`src/rtl/priority_actor_ready_scheduler_assert.svh`:
```
// ============================================================================
// priority_actor_ready_scheduler_assert.svh
// Assertion macros for the actor ready scheduler. Each macro collapses to
// nothing when SYNTH is defined.
// ============================================================================
`ifndef PRIORITY_ACTOR_READY_SCHEDULER_ASSERT_SVH
`define PRIORITY_ACTOR_READY_SCHEDULER_ASSERT_SVH

`ifndef SYNTH
// Same-cycle implication.
`define PARS_ASSERT_IMPLY(label, clk, rst_n, ante, cons, msg) \
    label: assert property (@(posedge clk) disable iff (!rst_n) (ante) |-> (cons)) \
        else $error(msg);
// Next-cycle implication.
`define PARS_ASSERT_NEXT(label, clk, rst_n, ante, cons, msg) \
    label: assert property (@(posedge clk) disable iff (!rst_n) (ante) |=> (cons)) \
        else $error(msg);
`else
`define PARS_ASSERT_IMPLY(label, clk, rst_n, ante, cons, msg)
`define PARS_ASSERT_NEXT(label, clk, rst_n, ante, cons, msg)
`endif

`endif

```
`src/rtl/pars_pkg.sv`:
```
// ============================================================================
// pars_pkg
// Shared types and constants of the priority actor ready scheduler.
// ============================================================================
package pars_pkg;

    localparam int NUM_ACTORS  = 64;
    localparam int ACTOR_W     = 6;
    localparam int COUNT_W     = 16;
    localparam int BANDS       = 3;
    localparam int BAND_W      = 2;
    localparam int SLOT_W      = 6;
    localparam int FILL_W      = 7;
    localparam int STORE_DEPTH = BANDS * NUM_ACTORS;
    localparam int STORE_AW    = BAND_W + SLOT_W;
    localparam int SUM_W       = COUNT_W + 2;
    localparam int TOTAL_W     = 32;

    localparam logic [COUNT_W-1:0] COUNT_MAX = '1;
    localparam logic [FILL_W-1:0]  FIFO_FULL = FILL_W'(NUM_ACTORS);

    // Priority band codes
    localparam logic [BAND_W-1:0] BAND_HIGH = 2'd0;
    localparam logic [BAND_W-1:0] BAND_MED  = 2'd1;
    localparam logic [BAND_W-1:0] BAND_LOW  = 2'd2;

    typedef enum logic [1:0] {
        FUNC_SEND = 2'd0,
        FUNC_POP  = 2'd1,
        FUNC_END  = 2'd2
    } t_func;

    typedef enum logic [1:0] {
        ST_DONE  = 2'd0,
        ST_EMPTY = 2'd1,
        ST_FULL  = 2'd2
    } t_status;

    typedef enum logic [1:0] {
        S_IDLE = 2'd0,
        S_FIFO = 2'd1,
        S_EXEC = 2'd2
    } t_state;

    // One actor row: claim bit and the three band counts
    typedef struct packed {
        logic                           claim;
        logic [BANDS-1:0][COUNT_W-1:0]  cnt;
    } t_row;

    // Controller to datapath
    typedef struct packed {
        logic capture;
        logic pop_rd;
        logic commit;
    } t_cmd;

    // Datapath to controller
    typedef struct packed {
        logic any_ready;
        logic out_free;
    } t_sts;

endpackage

```
`src/rtl/pars_ctrl.sv`:
```
// ============================================================================
// pars_ctrl
// Sequencer of the scheduler: takes a beat, waits for the memory reads and
// commits the item once the output register can take its result.
// ============================================================================
module pars_ctrl (
    input  logic              i_clk,
    input  logic              i_rst_n,
    input  logic              i_in_valid,
    input  logic [1:0]        i_func,
    input  pars_pkg::t_sts    i_sts,
    output logic              o_in_stall,
    output pars_pkg::t_cmd    o_cmd
);

    pars_pkg::t_state r_state;
    pars_pkg::t_state n_state;

    // State register
    always_ff @(posedge i_clk) begin
        if (!i_rst_n) begin
            r_state <= pars_pkg::S_IDLE;
        end else begin
            r_state <= n_state;
        end
    end

    // Next state and commands
    always_comb begin
        n_state    = r_state;
        o_cmd      = '0;
        o_in_stall = 1'b1;
        case (r_state)
            pars_pkg::S_IDLE: begin
                o_in_stall = 1'b0;
                if (i_in_valid) begin
                    o_cmd.capture = 1'b1;
                    if (i_func == pars_pkg::FUNC_POP && i_sts.any_ready) begin
                        n_state = pars_pkg::S_FIFO;
                    end else begin
                        n_state = pars_pkg::S_EXEC;
                    end
                end
            end
            pars_pkg::S_FIFO: begin
                // FIFO head is out: fetch that actor's row
                o_cmd.pop_rd = 1'b1;
                n_state      = pars_pkg::S_EXEC;
            end
            pars_pkg::S_EXEC: begin
                if (i_sts.out_free) begin
                    o_cmd.commit = 1'b1;
                    n_state      = pars_pkg::S_IDLE;
                end
            end
            default: begin
                n_state = pars_pkg::S_IDLE;
            end
        endcase
    end

endmodule

```
`config.mk`:
```
export PLATFORM = sky130hd
export DESIGN_NAME = pars_ctrl
export DESIGN_NICKNAME = d
export VERILOG_FILES = /design/src/rtl/priority_actor_ready_scheduler_assert.svh /design/src/rtl/pars_pkg.sv /design/src/rtl/pars_ctrl.sv
export SDC_FILE = /design/constraint.sdc
export NUM_CORES = 1
export LEC_CHECK = 0
export BUFFER_PORTS_ARGS = -buffer_cell sky130_fd_sc_hd__buf_2
export CAP_MARGIN = 20
export CORE_AREA = 4 4 41 43
export DETAILED_ROUTE_END_ITERATION = 10
export DIE_AREA = 0 0 45 47
export SLEW_MARGIN = 20
export SYNTH_ARGS = -nofsm -noshare
export SYNTH_HDL_FRONTEND = slang
export SYNTH_SLANG_ARGS = --single-unit
```
`constraint.sdc`:
```
create_clock -name i_clk -period 1.3 [get_ports i_clk]
set_input_delay 0.13 -clock i_clk [delete_from_list [all_inputs] [get_ports i_clk]]
set_output_delay 0.13 -clock i_clk [all_outputs]
set_load 0.02 [all_outputs]
```
== After elaboration in Yosys (flattened, before gate mapping) ==
Cells that the tools add are included.

* Memories kept: 0
* Latch bits: 0
* Memory bits (read-only): 0
* Word-level logic and storage cells: 19
* Input bits: 7
* Output and inout bits: 4
* Register bits after elaboration: 2
* Memory bits (writable): 0

* Multiply operators: 0
* Mux-type cells: 10
* Magnitude comparators: 0
* Add/sub/neg operators: 0
* Bitwise logic cells: 0
* Equality and inequality tests: 5
* Shift operators: 0
* Divide/modulo/power cells: 0
* Reduce and logical (&&, ||, !) cells: 3

{| class="wikitable"
|+ Operator list
! operator !! number
|-
| 1-bit two-way mux || 6
|-
| 2-bit two-way mux || 3
|-
| 2-bit one-hot mux with 3 select lines || 1
|-
| 2-bit by 1-bit == test with 1-bit output, second input constant || 2
|-
| 2-bit inequality test, second input constant || 2
|-
| 2-bit == test, second input constant || 1
|-
| 2-bit logical NOT || 1
|-
| 2-bit AND reduction || 1
|-
| 1-bit logical AND || 1
|}

== Logic depth before layout (Yosys ltp) ==
* Depth in word-level cells: 5
* Mapped depth: 2
* Mapped depth without buffers: 2

== Worst setup path after synthesis ==
OpenSTA, ideal clock, no wires.

* Kind: reg-to-reg
* Start: register r_state[1]
* End: register r_state[0]
* Period minus slack after synthesis: 0.965 ns
* Path slack: 0.335 ns
* Setup time: 0.061 ns
* Data required time: 1.239 ns
* Path buffers: 0
* Stages on the path, launching flop included: 3
* Data arrival time: 0.905 ns
* Cells stage by stage: dfxtp_1 -> nor3b_2 -> and3_1

* Cells in the longest elaborated chain, start to end: 3
* Elaborated cells on any way between the ends: 7
* Classes of those cells: eq/ne: 4; mux: 1; reduce/logical: 2

{| class="wikitable"
|+ Ends and longest elaborated chain
! what !! line !! source
|-
| start: declaration || pars_ctrl.sv:16 || <nowiki>pars_pkg::t_state r_state;</nowiki>
|-
| start signal: assignment || pars_ctrl.sv:22 || <nowiki>r_state <= pars_pkg::S_IDLE;</nowiki>
|-
| start signal: assignment || pars_ctrl.sv:24 || <nowiki>r_state <= n_state;</nowiki>
|-
| 2-bit == test or 2-bit logical NOT (tied branches) || pars_ctrl.sv:33 || <nowiki>case (r_state)</nowiki>
|-
| 2-bit inequality test (no source line) || - ||
|-
| 2-bit AND reduction (no source line) || - ||
|}

Several ways; a longest one is shown, not always the timed one.
A chain may end at the register's enable or synchronous reset.

== Worst setup path in the final report ==
* Start: register r_state[1]
* End: output port o_in_stall

* Cells in the longest elaborated chain, start to end: 2

{| class="wikitable"
|+ Ends and longest elaborated chain
! what !! line !! source
|-
| 2-bit logical NOT || pars_ctrl.sv:33 ||
|-
| 1-bit two-way mux || pars_ctrl.sv:33 ||
|-
| end: declaration || pars_ctrl.sv:12 || <nowiki>output logic o_in_stall,</nowiki>
|}

Every way passes these cells.

==> results.json <==
{
  "status": "finished, final reports clean",
  "placed_cells": 37,
  "setup.worst_path.start_class": "register",
  "cp_slowest_stage_delay_ns": 0.35,
  "critPathRequiredTime_ns": 1.17,
  "met1_length_um": 173,
  "fin_ws_ns": 0.141,
  "largest_register_ffs": 2,
  "dpl_cell_area_um2": 195,
  "relSlewSlack_pct": 86.6,
  "p_per_area_nw_per_um2": 1160,
  "yosysTopAreaCellShare_pct": 31.7,
  "port_buffers": 10,
  "wl_per_cell_um": 8.50,
  "grt_pass1_wl_um": 565,
  "syn_avg_cell_area_um2": 10.5,
  "cp.arrival_ns": 1.03,
  "ir_drop_mv": 0.210,
  "htreeDepth": 1,
  "fin_crit_sh_pct": 89.2,
  "final_cells": 40,
  "syn_area_um2": 126,
  "die_h_um": 47,
  "crit_chain": "or2_2, buf_2",
  "vias": 134,
  "grt_start_max_net_pins": 8,
  "routed_wl_um": 340,
  "antenna_cells": 0,
  "max_freq_mhz": 863,
  "core-area_um2": 1300,
  "placementRows": 13,
  "route.met2.wl_um": 118,
  "ys_seq_elements": 2,
  "design_area_um2": 218,
  "cp_max_fo": 7,
  "cp_slowest_cell": "dfxtp_1",
  "yosysUniqueCellTypes": 10,
  "clock_latency_ns": 0.22,
  "period_needed_ns": 1.16,
  "route.detailed.drc": 0,
  "post-place-ws_ns": 0.377,
  "areaGrowthSynthToFinish_pct": 72.3,
  "cts_made_buffers": 3,
  "cts_tree": "built",
  "fin_skew_ns": 0.000177,
  "layout.nets": 34,
  "hp-class": "input port to register",
  "p_leak_nw": 0.114,
  "tightest_slew_ns": 0.200,
  "hold_violations": 0,
  "yosysTopAreaCell": "dfxtp_1",
  "initial_core_util_pct": 9.71,
  "cts_setup_buffers": 0,
  "gp_congestion": 0.576,
  "antenna_found_initial": 0,
  "cap_violations": 0,
  "overflow": 0,
  "cp-end-kind": "output pin",
  "grt_pass1_vias": 148,
  "fillers": 157,
  "drive_above_1_share_pct": 68.0,
  "post_cts_resized": 0,
  "synthTopCellsByArea": "dfxtp_1, nand3b_1, nor3b_2",
  "num_io_pins": 11,
  "clockBufferDepth": 2,
  "die_width_um": 45,
  "setup-tns-final_ns": 0,
  "path_clk_slew_ns": 0.03,
  "drt_iter0_markers": 1,
  "utilization_pct": 16.7,
  "drv_slew": 0,
  "vias_per_cell": 3.35,
  "cts_hold_buf": 0,
  "top_regs": "r_state x2",
  "postRouteAntennaNets": 0,
  "ys_seq_area_share_pct": 31.7,
  "gr-usage-all-layers_pct": 4.42,
  "dieArea_um2": 2120,
  "rsz0062_at_grt": "false",
  "critPathKind": "register to output pin",
  "largest_register": "r_state",
  "drt-pass1-iter-count": 2,
  "syn_inst": 12,
  "cts_sinks": 2,
  "wl_met3_um": 49,
  "synth_nets": 19,
  "routed.top_layer": "met3",
  "ys_warn_count": 0,
  "setup_viol": 0,
  "root_buffer": "clkbuf_4"
}
==> report_power, final <==
group / switching (mW) / internal [mW]
Sequential: 0.00533 / 0.0654
Clock: 0.0348 / 0.102
Combinational: 0.0216 / 0.0240
==> per-stage QoR <==
step	hold WS (ns)	power, mW
after floorplan	0.276	0.0974
after global placement	0.419	0.117
after detailed placement	0.411	0.118
after CTS	0.171	0.267
after global routing	0.180	0.284
final	0.188	0.253
==> cells by family (layout without fill, tap and decap cells) <==
family,count (synthesis),count (layout),share of synthesized area (%)
buffers and inverters,0,13,0
flip-flops,2,2,31.7
AND/OR/NAND/NOR,9,9,62.4
AO/OA/AOI/OAI,1,1,5.94
==> worst max-delay path, delay by kind of cell (launching register included) <==
kind | cells | cell delay, ns
flip-flops | 1 | 0.35
buffers and inverters | 1 | 0.16
AND/OR/NAND/NOR | 1 | 0.30
==> metal layers <==
metal,GRT usage (%),vias to the layer above
li1,-,72
met2,4.80,10
met1,4.75,52
met5,0,-
met4,8.77,0
met3,1.15,0
==> synthesized netlist by cell type <==
cell       instances
and2b_2            1
and3b_1            1
and3_1             1
and3b_2            1
or2_2              1
nor3b_2            1
o211ai_1           1
nand3b_1           2
dfxtp_1            2
nand4bb_1          1
==> cells in the final DEF (no fill, tap or decap), drive strengths merged <==
master,netlist,layout
dfxtp,2,2
nand4bb,1,1
o211ai,1,1
and3,1,1
nand3b,2,2
and3b,2,2
or2,1,1
clkbuf,0,3
nor3b,1,1
and2b,1,1
buf,0,10
==> layout make-up <==
cell class	instances	area, um^2	area share [%]
Multi-Input combinational cell	10	86.3	39.7
Timing Repair Buffer	10	50.0	23.0
Sequential cell	2	40.0	18.4
Clock buffer	3	22.5	10.3
Tap cell	15	18.8	8.62
==> final timing paths <==
path,slack (ns),to,from,cells after the start
max reg2reg,0.51,r_state[0],r_state[1],2
max,0.14,o_in_stall,r_state[1],2
min reg2reg,0.56,r_state[1],r_state[0],2
min,0.19,r_state[0],i_rst_n,2
(Power assumes the default switching activity.)
